### src/bbeq_pkg.sv
// shared types and constants of the break-beam event qualifier
// no dependencies
`default_nettype none

package bbeq_pkg;

  localparam int unsigned TimeW   = 32;
  localparam int unsigned SensorW = 5;
  localparam int unsigned OpW     = 2;
  localparam int unsigned CfgIdxW = 2;

  localparam logic [TimeW-1:0]   BlipTimeReset   = 32'd1000;
  localparam logic [TimeW-1:0]   SettleTimeReset = 32'd60000;
  localparam logic [SensorW-1:0] SensorIdReset   = 5'd0;

  // edge kinds carried by an input transaction
  typedef enum logic [OpW-1:0] {
    OP_FALL      = 2'd0,
    OP_RISE      = 2'd1,
    OP_FALL_RISE = 2'd2
  } op_t;

  // configuration register indexes
  typedef enum logic [CfgIdxW-1:0] {
    REG_BLIP_TIME   = 2'd0,
    REG_SETTLE_TIME = 2'd1,
    REG_SENSOR_ID   = 2'd2
  } reg_idx_t;

  // beam tracking states
  typedef enum logic [3:0] {
    ST_IDLE     = 4'b0001,
    ST_EVENT    = 4'b0010,
    ST_REPORTED = 4'b0100,
    ST_MAYBE    = 4'b1000
  } beam_state_t;

  typedef struct packed {
    logic [TimeW-1:0] blip_time;
    logic [TimeW-1:0] settle_time;
  } timing_cfg_t;

  typedef struct packed {
    logic [OpW-1:0]   operation;
    logic [TimeW-1:0] edge_time;
  } edge_item_t;

  typedef struct packed {
    logic             emit;
    logic [TimeW-1:0] began_at;
  } qual_result_t;

endpackage

`default_nettype wire

### src/bbeq_core.sv
// beam state machine: applies one edge per step and flags a qualified event
// depends on bbeq_pkg
`default_nettype none

module bbeq_core (
  input  wire logic                 clk,
  input  wire logic                 rst,
  input  wire logic                 step,
  input  wire bbeq_pkg::edge_item_t item,
  input  wire bbeq_pkg::timing_cfg_t cfg,
  output bbeq_pkg::qual_result_t    result
);
  import bbeq_pkg::*;

  beam_state_t      state, state_next, state_mid;
  logic [TimeW-1:0] last_restore_time, last_restore_time_next;
  logic [TimeW-1:0] event_start_time, event_start_time_next, start_mid;
  logic [TimeW-1:0] gap_rise, gap_event, held;
  logic             do_break, do_restore;

  assign do_break   = (item.operation == OP_FALL) || (item.operation == OP_FALL_RISE);
  assign do_restore = (item.operation == OP_RISE) || (item.operation == OP_FALL_RISE);

  assign gap_rise  = item.edge_time - last_restore_time;
  assign gap_event = item.edge_time - event_start_time;

  // break half
  always_comb begin
    state_mid = state;
    start_mid = event_start_time;
    if (do_break) begin
      unique case (state)
        ST_IDLE: begin
          if (gap_event < cfg.settle_time) begin
            state_mid = ST_REPORTED;
          end else begin
            state_mid = ST_EVENT;
            start_mid = item.edge_time;
          end
        end
        ST_MAYBE: begin
          if (gap_rise >= cfg.blip_time) begin
            start_mid = item.edge_time;
          end
          state_mid = ST_EVENT;
        end
        default: ;
      endcase
    end
  end

  assign held = item.edge_time - start_mid;

  // restore half
  always_comb begin
    state_next             = state_mid;
    event_start_time_next  = start_mid;
    last_restore_time_next = last_restore_time;
    result.emit            = 1'b0;
    result.began_at        = start_mid;
    if (do_restore) begin
      last_restore_time_next = item.edge_time;
      unique case (state_mid)
        ST_EVENT: begin
          if (held < cfg.blip_time) begin
            state_next = ST_MAYBE;
          end else begin
            state_next  = ST_IDLE;
            result.emit = 1'b1;
          end
        end
        ST_REPORTED: state_next = ST_IDLE;
        default: ;
      endcase
    end
  end

  always_ff @(posedge clk) begin
    if (rst) begin
      state             <= ST_IDLE;
      last_restore_time <= '0;
      event_start_time  <= '0;
    end else if (step) begin
      state             <= state_next;
      last_restore_time <= last_restore_time_next;
      event_start_time  <= event_start_time_next;
    end
  end

endmodule

`default_nettype wire

### src/break_beam_event_qualifier_unit.sv
// top level of the break-beam event qualifier: input register, config, result register
// depends on bbeq_pkg and bbeq_core
`default_nettype none

//  channel   direction  handshake                 payload
//  item      in         item_valid / item_stall   operation, edge_time
//  event     out        event_valid / event_stall sensor_number, began_at, ended_at
//  config    in         cfg_write                 cfg_index, cfg_data
//
// one edge per cycle while item_stall is low: an edge is captured in the input register,
// then the state machine update and the event decision are made from the held edge
// when it advances, and a qualifying event is loaded into the result register
// rst is synchronous: clears the beam state, both timestamps, the config registers
// (to their defaults) and both pipeline valids
// event_stall holds the result register; edges that make no event still drain,
// item_stall rises only while the held edge makes an event and a stalled one waits

module break_beam_event_qualifier_unit (
  input  wire logic                          clk,
  input  wire logic                          rst,
  // configuration
  input  wire logic                          cfg_write,
  input  wire logic [bbeq_pkg::CfgIdxW-1:0]  cfg_index,
  input  wire logic [bbeq_pkg::TimeW-1:0]    cfg_data,
  // edge input
  input  wire logic                          item_valid,
  output logic                               item_stall,
  input  wire logic [bbeq_pkg::OpW-1:0]      operation,
  input  wire logic [bbeq_pkg::TimeW-1:0]    edge_time,
  // qualified event output
  output logic                               event_valid,
  input  wire logic                          event_stall,
  output logic [bbeq_pkg::SensorW-1:0]       sensor_number,
  output logic [bbeq_pkg::TimeW-1:0]         began_at,
  output logic [bbeq_pkg::TimeW-1:0]         ended_at
);
  import bbeq_pkg::*;

  // configuration registers
  logic [TimeW-1:0]   blip_time;
  logic [TimeW-1:0]   settle_time;
  logic [SensorW-1:0] sensor_id;
  timing_cfg_t        timing;

  // input register stage
  logic         held_valid;
  edge_item_t   held_item;
  logic         advance;
  logic         accept;
  qual_result_t result;

  always_ff @(posedge clk) begin
    if (rst) begin
      blip_time   <= BlipTimeReset;
      settle_time <= SettleTimeReset;
      sensor_id   <= SensorIdReset;
    end else if (cfg_write) begin
      unique case (cfg_index)
        REG_BLIP_TIME:   blip_time   <= cfg_data;
        REG_SETTLE_TIME: settle_time <= cfg_data;
        REG_SENSOR_ID:   sensor_id   <= cfg_data[SensorW-1:0];
        default: ;
      endcase
    end
  end

  assign timing.blip_time   = blip_time;
  assign timing.settle_time = settle_time;

  // the held edge moves on when the result register can take it, or when it
  // makes no event at all
  assign advance    = held_valid && (!event_valid || !event_stall || !result.emit);
  assign item_stall = held_valid && !advance;
  assign accept     = item_valid && !item_stall;

  always_ff @(posedge clk) begin
    if (rst) begin
      held_valid <= 1'b0;
    end else if (accept) begin
      held_valid <= 1'b1;
    end else if (advance) begin
      held_valid <= 1'b0;
    end
  end

  always_ff @(posedge clk) begin
    if (accept) begin
      held_item.operation <= operation;
      held_item.edge_time <= edge_time;
    end
  end

  bbeq_core u_core (
    .clk    (clk),
    .rst    (rst),
    .step   (advance),
    .item   (held_item),
    .cfg    (timing),
    .result (result)
  );

  // result register
  always_ff @(posedge clk) begin
    if (rst) begin
      event_valid <= 1'b0;
    end else if (advance && result.emit) begin
      event_valid <= 1'b1;
    end else if (!event_stall) begin
      event_valid <= 1'b0;
    end
  end

  always_ff @(posedge clk) begin
    if (advance && result.emit) begin
      sensor_number <= sensor_id;
      began_at      <= result.began_at;
      ended_at      <= held_item.edge_time;
    end
  end

endmodule

`default_nettype wire

### config.mk
export PLATFORM = sky130hd
export DESIGN_NAME = break_beam_event_qualifier_unit
export DESIGN_NICKNAME = d
export VERILOG_FILES = /design/src/bbeq_pkg.sv /design/src/bbeq_core.sv /design/src/break_beam_event_qualifier_unit.sv
export SDC_FILE = /design/constraint.sdc
export NUM_CORES = 1
export LEC_CHECK = 0
export BUFFER_PORTS_ARGS = -buffer_cell sky130_fd_sc_hd__clkbuf_2
export CAP_MARGIN = 25
export CORE_MARGIN = 2
export CORE_UTILIZATION = 35
export CTS_BUF_LIST = sky130_fd_sc_hd__clkbuf_4 sky130_fd_sc_hd__clkbuf_8 sky130_fd_sc_hd__clkbuf_16
export DETAILED_ROUTE_END_ITERATION = 10
export PLACE_DENSITY_LB_ADDON = 0.15
export SKIP_CTS_REPAIR_TIMING = 1
export SLEW_MARGIN = 10
export SYNTH_ARGS = -nofsm -noshare
export SYNTH_HDL_FRONTEND = slang
export SYNTH_SLANG_ARGS = --single-unit
### constraint.sdc
create_clock -name clk -period 24.1 [get_ports clk]
set_input_delay 4.82 -clock clk [delete_from_list [all_inputs] [get_ports clk]]
set_output_delay 4.82 -clock clk [all_outputs]
set_load 0.05 [all_outputs]
* Yosys cells after proc, flatten, opt, wreduce, memory -nomap -nowiden
Index checks and enable logic that the tools add are counted.
Storage, ports and cells: register bits after elaboration 242
Cells by class: $add $sub $neg 3, equality and inequality tests 9, $lt $le $gt $ge 3, reductions and logical operators 20, mux-type cells 17
Operators by type and width (number):
- 32-bit two-way mux | 3
- 32-bit subtractor | 3
- 32-bit less-than comparator | 2
- 32-bit one-hot mux with 2 select lines | 1
- 32-bit greater-or-equal comparator | 1
- 4-bit one-hot mux with 2 select lines | 2
- 4-bit two-way mux | 3
- 2-bit AND reduction | 4
- 1-bit two-way mux | 7
- 1-bit zero test | 5
- 2-bit by 1-bit equality test with 1-bit output, second input constant | 2
- 2-bit equality test, second input constant | 2
- 4-bit by 1-bit equality test with 1-bit output, second input constant | 1
- 4-bit by 2-bit equality test with 1-bit output, second input constant | 1
- 4-bit by 3-bit equality test with 1-bit output, second input constant | 1
- 4-bit equality test, second input constant | 1
- 1-bit logical AND | 4
- 2-bit zero test | 2
- 1-bit logical OR | 4
- 3-bit two-way mux | 1
- 2-bit by 1-bit != test with 1-bit output, second input constant | 1
- 2-bit nonzero test | 1

* Logic depth before layout (Yosys ltp)
Gate-level depths: netlist (run 1).
word-level depth 18, gate-level depth with buffers 57

* By module
From an unflattened synthesis (run 1), not the netlist that was laid out.
Unflattened totals: cells, all modules 1720, area, all modules 15777.6 sq um
By module, submodules not included:
- bbeq_core | cells an instance 1333, instances 1, area an instance 9753.1 sq um, seq. area each 1361.3 sq um
- break_beam_event_qualifier_unit | cells an instance 387, instances 1, area an instance 6024.5 sq um, seq. area each 4514.3 sq um

* Worst setup path after synthesis (run 1)
OpenSTA, ideal clock, no wires.
path type flip-flop to output port, start register held_item[0] (netlist bit), end output item_stall, slack 8.481 ns, cell stages (with the launch flop) 56, arrival 10.799 ns, buffers on the path 4, cells stage by stage edfxtp_1 inv_1 ha_1 inv_1 fa_1 a21o_1 a21oi_1 o21bai_1 a21o_1 a311oi_1 a31oi_1 a211o_1 a31oi_1 a21oi_1 a21o_1 a21oi_1 xnor2_1 ha_1 [... 20 more ...] a221oi_4 a2111oi_4 nor2_1 xor2_1 ha_1 a21o_1 a21o_1 a21o_1 a21oi_1 nor2b_1 o21ai_0 o2111a_1 a211oi_1 o21a_1 clkbuf_1 buf_1 nand2_1 nor2_1
RTL lines:
- start: declaration | RTL line break_beam_event_qualifier_unit.sv:47 | edge_item_t held_item;
- end: declaration | RTL line break_beam_event_qualifier_unit.sv:27 | output logic item_stall,

==> metrics, run 1 <==
fin cells=2484; die width=217 um; final core utilization=40.6%; Mapped Cells=1731; dpl hpwl=35.4 mm; Avg WL per Cell=18.9 um; post-synth cell types=74; Startpoint Class=flop; Critical Path Sink Type=primary output; CTS tree=yes; hold path startpoint=sensor_id[4]; multi-input logic area=0.00909 mm2; Slew HR=32.6%; YS warnings=0; top-area cell type share of the netlist area=19.4%; max-cap violation count=0; Post-Synth Simple-Gate Area=13.7%; Post-synth EDFFs=103; reg2reg setup slack=10.58 ns; status=completed; Area after DPL=0.0173 mm2; multiplexer area fraction after synthesis=4.34%; setup_tns=0 ns; Worst-Skew Late Latency=0.58 ns; worst reg-to-reg path cell count=55; synth cell count leaders=189 x ha_1, 189 x inv_1, 154 x nand2_1; CP arrival=12.32 ns; dpl cells=2427; crit-path max FO=35; Clk pwr share=33.6%; setup ws final=6.96 ns; RSZ-0062 raised after global routing=no; worst-margin pin slew=1.00 ns; number of remaining DRC errors=0; Async S/R FF share, synth=0%; CP max stage cell=a311oi_1; final instance area=0.0183 mm2; Storage cell area=0.00588 mm2; initial antenna violation count=1; CP bufs+invs=5; layout cells sized above 1=12.7%; compound-cell area share of the yosys netlist=19.0%; reg2reg end=ended_at[15]; R2R Path Start=held_item[0]; # IOs=144; Seq pwr share=33.0%; Final Power=1.40 mW; Post-Synth XOR/XNOR Area=4.46%; Switching Fraction=33.9%; Max Slew Vio Count=0; gp weighted congestion=0.908; CP Class=reg2out; Critical Path Max Stage Delay=0.62 ns; synthesized area=0.0159 mm2; starting density of the core=35.3%; first-pass iteration count of the detailed router=5; Final ANT Viol Nets=0; delay-heaviest family, CP=compound AO/OA/AOI/OAI gates; pwr/cell area=76.2 mW/mm2; Yosys reg bits=242; fin nets=2126; Setup violations, final=0; clock slew at reported path FFs=0.06 ns; drt total wl=47.0 mm; vias in the first global route=12478; CP Data Required Time=19.28 ns; synthesis-to-finish area growth=15.2%; die area=0.0472 mm2; Leakage=7.43 nW; first-pass GRT wire length=72.8 mm; ranking of synthesized cells by area=edfxtp_1 19%, dfxtp_1 17%, ha_1 15%; fmax=58.3 MHz; Fin Hold WS=0.434 ns; H-tree Lvls=1; Max VDD drop=56.6 uV; ANT cells=0; Mapped Nets=1996; clk sinks=242; chip height=217 um; Int Power=923 uW; initial DRC count=845; via/cell ratio=5.16; HP Class=reg2reg; CTS Root Cell=clkbuf_16; Hold EP=sensor_number[4]; grt ovf=0; worst hold path depth=0; sequential share of the synthesized area=36.9%; clock buffer count from CTS=30; Core ar.=0.0451 mm2; largest net degree at the start of global routing=105; final clock skew=0.0140 ns; Tmin final=17.14 ns; FILL cells=4572; vias post-DR=12817; ys flop type=dfxtp_1; switching power=473 uW; post-placement worst setup slack=7.62 ns; Clock Path Buffers=3; count of input and output buffers=143; fin crit share=71.1%; combinational family with the most area after synthesis=compound AO/OA/AOI/OAI gates; combinational group share of total power=33.4%; site row count=78; Total GRT Usage=19.9%; post-synth top area cell=edfxtp_1; Avg Inst Size Synth=9.19 um2; adder-cell share of the synthesized area=15.4%; final hold viol count=0
-- how the worst max path moves through the flow --
stage                             from          to  slack [ns]  depth (start not counted)
final                     held_item[0]  item_stall        6.96                         52
after CTS                 held_item[0]  item_stall        6.94                         52
after global routing      held_item[0]  item_stall        5.95                         52
after global placement    held_item[0]  item_stall        7.75                         52
after floorplan           held_item[0]  item_stall        8.48                         55
after detailed placement  held_item[0]  item_stall        7.62                         52
-- power groups by stage --
stage | clock [mW] | combinational, mW | sequential (mW)
3_3_place_gp | 0 | 0.463 | 0.469
2_1_floorplan | 0 | 0.341 | 0.471
4_1_cts | 0.483 | 0.468 | 0.461
5_1_grt | 0.500 | 0.524 | 0.463
6_report | 0.468 | 0.467 | 0.461
3_5_place_dp | 0 | 0.465 | 0.470
-- area by class of cell --
type                            count  area share [%]
Timing Repair Buffer              160            4.78
Clock buffer                       37            4.51
Inverter                          189            3.87
Tap cell                          600            4.10
Multi-Input combinational cell   1238            49.6
Sequential cell                   242            32.1
Clock inverter                     18            1.07
-- placed cells by master (no fill, tap or decap), types with 14 or more instances in the layout --
cell       netlist  final
nand4_1         19     19
clkbuf_16        0     31
nor2_1          82     81
nor3_1          27     27
a21o_1          54     54
nand2_1        154    154
a31oi_1         18     18
o21ai_0         47     47
a211oi_1        76     76
xnor2_1         59     59
clkbuf_2         0    142
a211o_1         16     16
dfxtp_1        139    139
ha_1           189    189
xor2_1          22     22
nand2b_1        76     76
a21oi_1        144    143
buf_4            5     15
edfxtp_1       103    103
inv_1          189    189
o21a_1          19     17
nor2b_1         14     14
nand3_1         25     25
mux2i_1         69     69
-- routing by layer --
| metal | share of wire [%] | routed length, um | GRT usage, % | vias to the layer above |
|---|---|---|---|---|
| met5 | 0.028 | 13 | 0 | - |
| met4 | 2.7 | 1260 | 5.73 | 2 |
| met3 | 4.9 | 2290 | 3.37 | 67 |
| met2 | 47 | 22000 | 33.7 | 250 |
| met1 | 46 | 21400 | 26.0 | 6065 |
| li1 | - | - | - | 6433 |
-- cell families (layout without fill, tap and decap cells) --
kind of cell    Yosys count  count (layout)
compound gates          447             447
simple gates            447             447
buf+inv                 251             404
flops                   242             242
fa+ha+maj               194             194
xor+xnor                 81              81
mux                      69              69
-- sequential cells by signal, summed over array words and instances (netlist names) --
register	count
held_item	34
began_at	32
blip_time	32
ended_at	32
settle_time	32
u_core.event_start_time	32
u_core.last_restore_time	32
sensor_id	5
sensor_number	5
u_core.state	4
event_valid	1
held_valid	1
No activity file was read; power rests on OpenSTA's default activity.
==> run 2, diff against run 1 <==
==> constraint.sdc (replaced) <==
create_clock -name clk -period 14.97 [get_ports clk]
set_input_delay 2.994 -clock clk [delete_from_list [all_inputs] [get_ports clk]]
set_output_delay 2.994 -clock clk [all_outputs]
set_load 0.05 [all_outputs]
==> run 2 against run 1 <==
Die area is the same. Sequential power grew 61%. Setup slack lost 6.3 ns. Critical endpoint unchanged. Wire length grew 1.4%. Highest routed layer is now met4. Largest cell class unchanged. Utilization grew 0.39 points. Design area grew 0.95%.
==> metrics, run 2 (synthesized netlist as in run 1, its figures left out) <==
via/cell ratio=5.16 (about the same); Total GRT Usage=20.1% (was 19.9%); Slew HR=37.1% (was 32.6%); layout cells sized above 1=13.7% (was 12.7%); Max VDD drop=88.0 uV (was 56.6 uV); vias post-DR=12840 (was 12817); CTS Root Cell=clkbuf_16 (unchanged); pwr/cell area=125 mW/mm2 (was 76.2 mW/mm2); count of input and output buffers=143 (unchanged); dpl cells=2429 (was 2427); drt total wl=47.7 mm (was 47.0 mm); die area=0.0472 mm2 (unchanged); chip height=217 um (unchanged); final clock skew=0.00767 ns (was 0.0140 ns); vias in the first global route=12711 (was 12478); first-pass GRT wire length=72.9 mm (was 72.8 mm); initial antenna violation count=0 (was 1); fmax=70.0 MHz; number of remaining DRC errors=0 (unchanged); Storage cell area=0.00588 mm2 (unchanged); Final ANT Viol Nets=0 (unchanged); CP max stage cell=edfxtp_1 (was a311oi_1); worst-margin pin slew=0.943 ns (was 1.00 ns); HP Class=reg2reg (unchanged); max FFs per register=34 (unchanged); Avg WL per Cell=19.2 um (was 18.9 um); first-pass iteration count of the detailed router=5 (unchanged); CP Class=reg2out (unchanged); Area after DPL=0.0173 mm2 (about the same); Startpoint Class=flop (unchanged); most used cell, CP=a21o_1; most frequent cells in the layout=189 x inv_1, 189 x ha_1, 154 x nand2_1 (unchanged); site row count=78 (unchanged); clk sinks=242 (unchanged); dpl hpwl=36.0 mm (was 35.4 mm); max-cap violation count=0 (unchanged); CP bufs+invs=2 (was 5); delay-heaviest family, CP=compound AO/OA/AOI/OAI gates (unchanged); clock buffer count from CTS=30 (unchanged); starting density of the core=35.3% (unchanged); fin crit share=95.4%; grt ovf=0 (unchanged); Largest Register=held_item (unchanged); CP Data Required Time=11.98 ns (was 19.28 ns); Critical Path Sink Type=primary output (unchanged); # IOs=144 (unchanged); gp weighted congestion=0.895 (was 0.908); Core ar.=0.0451 mm2 (unchanged); clock slew at reported path FFs=0.06 ns (about the same); Setup violations, final=0 (unchanged); Max Slew Vio Count=0 (unchanged); Worst-Skew Late Latency=0.58 ns (about the same); Final Power=2.31 mW (was 1.40 mW); Leakage=7.50 nW (was 7.43 nW); FILL cells=4545 (was 4572); fin nets=2130 (was 2126); status=completed (unchanged); multi-input logic area=0.00916 mm2 (was 0.00909 mm2); Critical Path Max Stage Delay=0.58 ns (was 0.62 ns); crit-path max FO=13 (was 35); synthesis-to-finish area growth=16.3% (was 15.2%); H-tree Lvls=1 (unchanged); Clock Path Buffers=3 (unchanged); initial DRC count=637 (was 845); CP arrival=11.29 ns (was 12.32 ns); ANT cells=0 (unchanged); final hold viol count=0 (unchanged); die width=217 um (unchanged); final instance area=0.0185 mm2 (was 0.0183 mm2); fin cells=2489 (was 2484); CTS tree=yes (unchanged); largest net degree at the start of global routing=92 (was 105); Tmin final=14.29 ns
[run 2: path summary, 6_finish.rpt]
kind | from | to | slack, ns | depth (start not counted)
max | held_item[1] | item_stall | 0.68 | 45
max reg2reg | held_item[1] | ended_at[14] | 2.80 | 45
min reg2reg | sensor_id[1] | sensor_number[1] | 0.43 | 0
min | sensor_id[1] | sensor_number[1] | 0.43 | 0
[run 2: stage by stage]
step | worst slack, ns | hold WS (ns) | utilization [%] | TNS [ns]
6_report | 0.683 | 0.430 | 41.0 | 0
2_1_floorplan | 1.18 | 0.408 | - | 0
4_1_cts | -0.0145 | 0.431 | 40.8 | -0.0145
3_5_place_dp | 0.702 | 0.422 | 38.4 | 0
3_3_place_gp | 0.874 | 0.421 | 38.3 | 0
5_1_grt | -0.00314 | 0.442 | 41.0 | -0.00314
[run 2: cell type report]
class / instances / area share, %
clock buffers: 45 / 5.15
inverters: 189 / 3.84
well taps: 600 / 4.06
clock inverters: 11 / 0.758
flip-flops and latches: 242 / 31.8
repair buffers: 164 / 4.89
multi-input cells: 1238 / 49.5
[run 2: power breakdown]
group,switching [mW],internal [mW]
registers,0.0215,0.721
logic,0.456,0.317
clock network,0.300,0.490
total,0.778,1.53
[run 2: routing by layer]
metal,global-route usage [%],wire [um]
met5,0,0
met4,6.55,1470
met2,34.2,22300
met3,2.43,1760
met1,26.3,22200
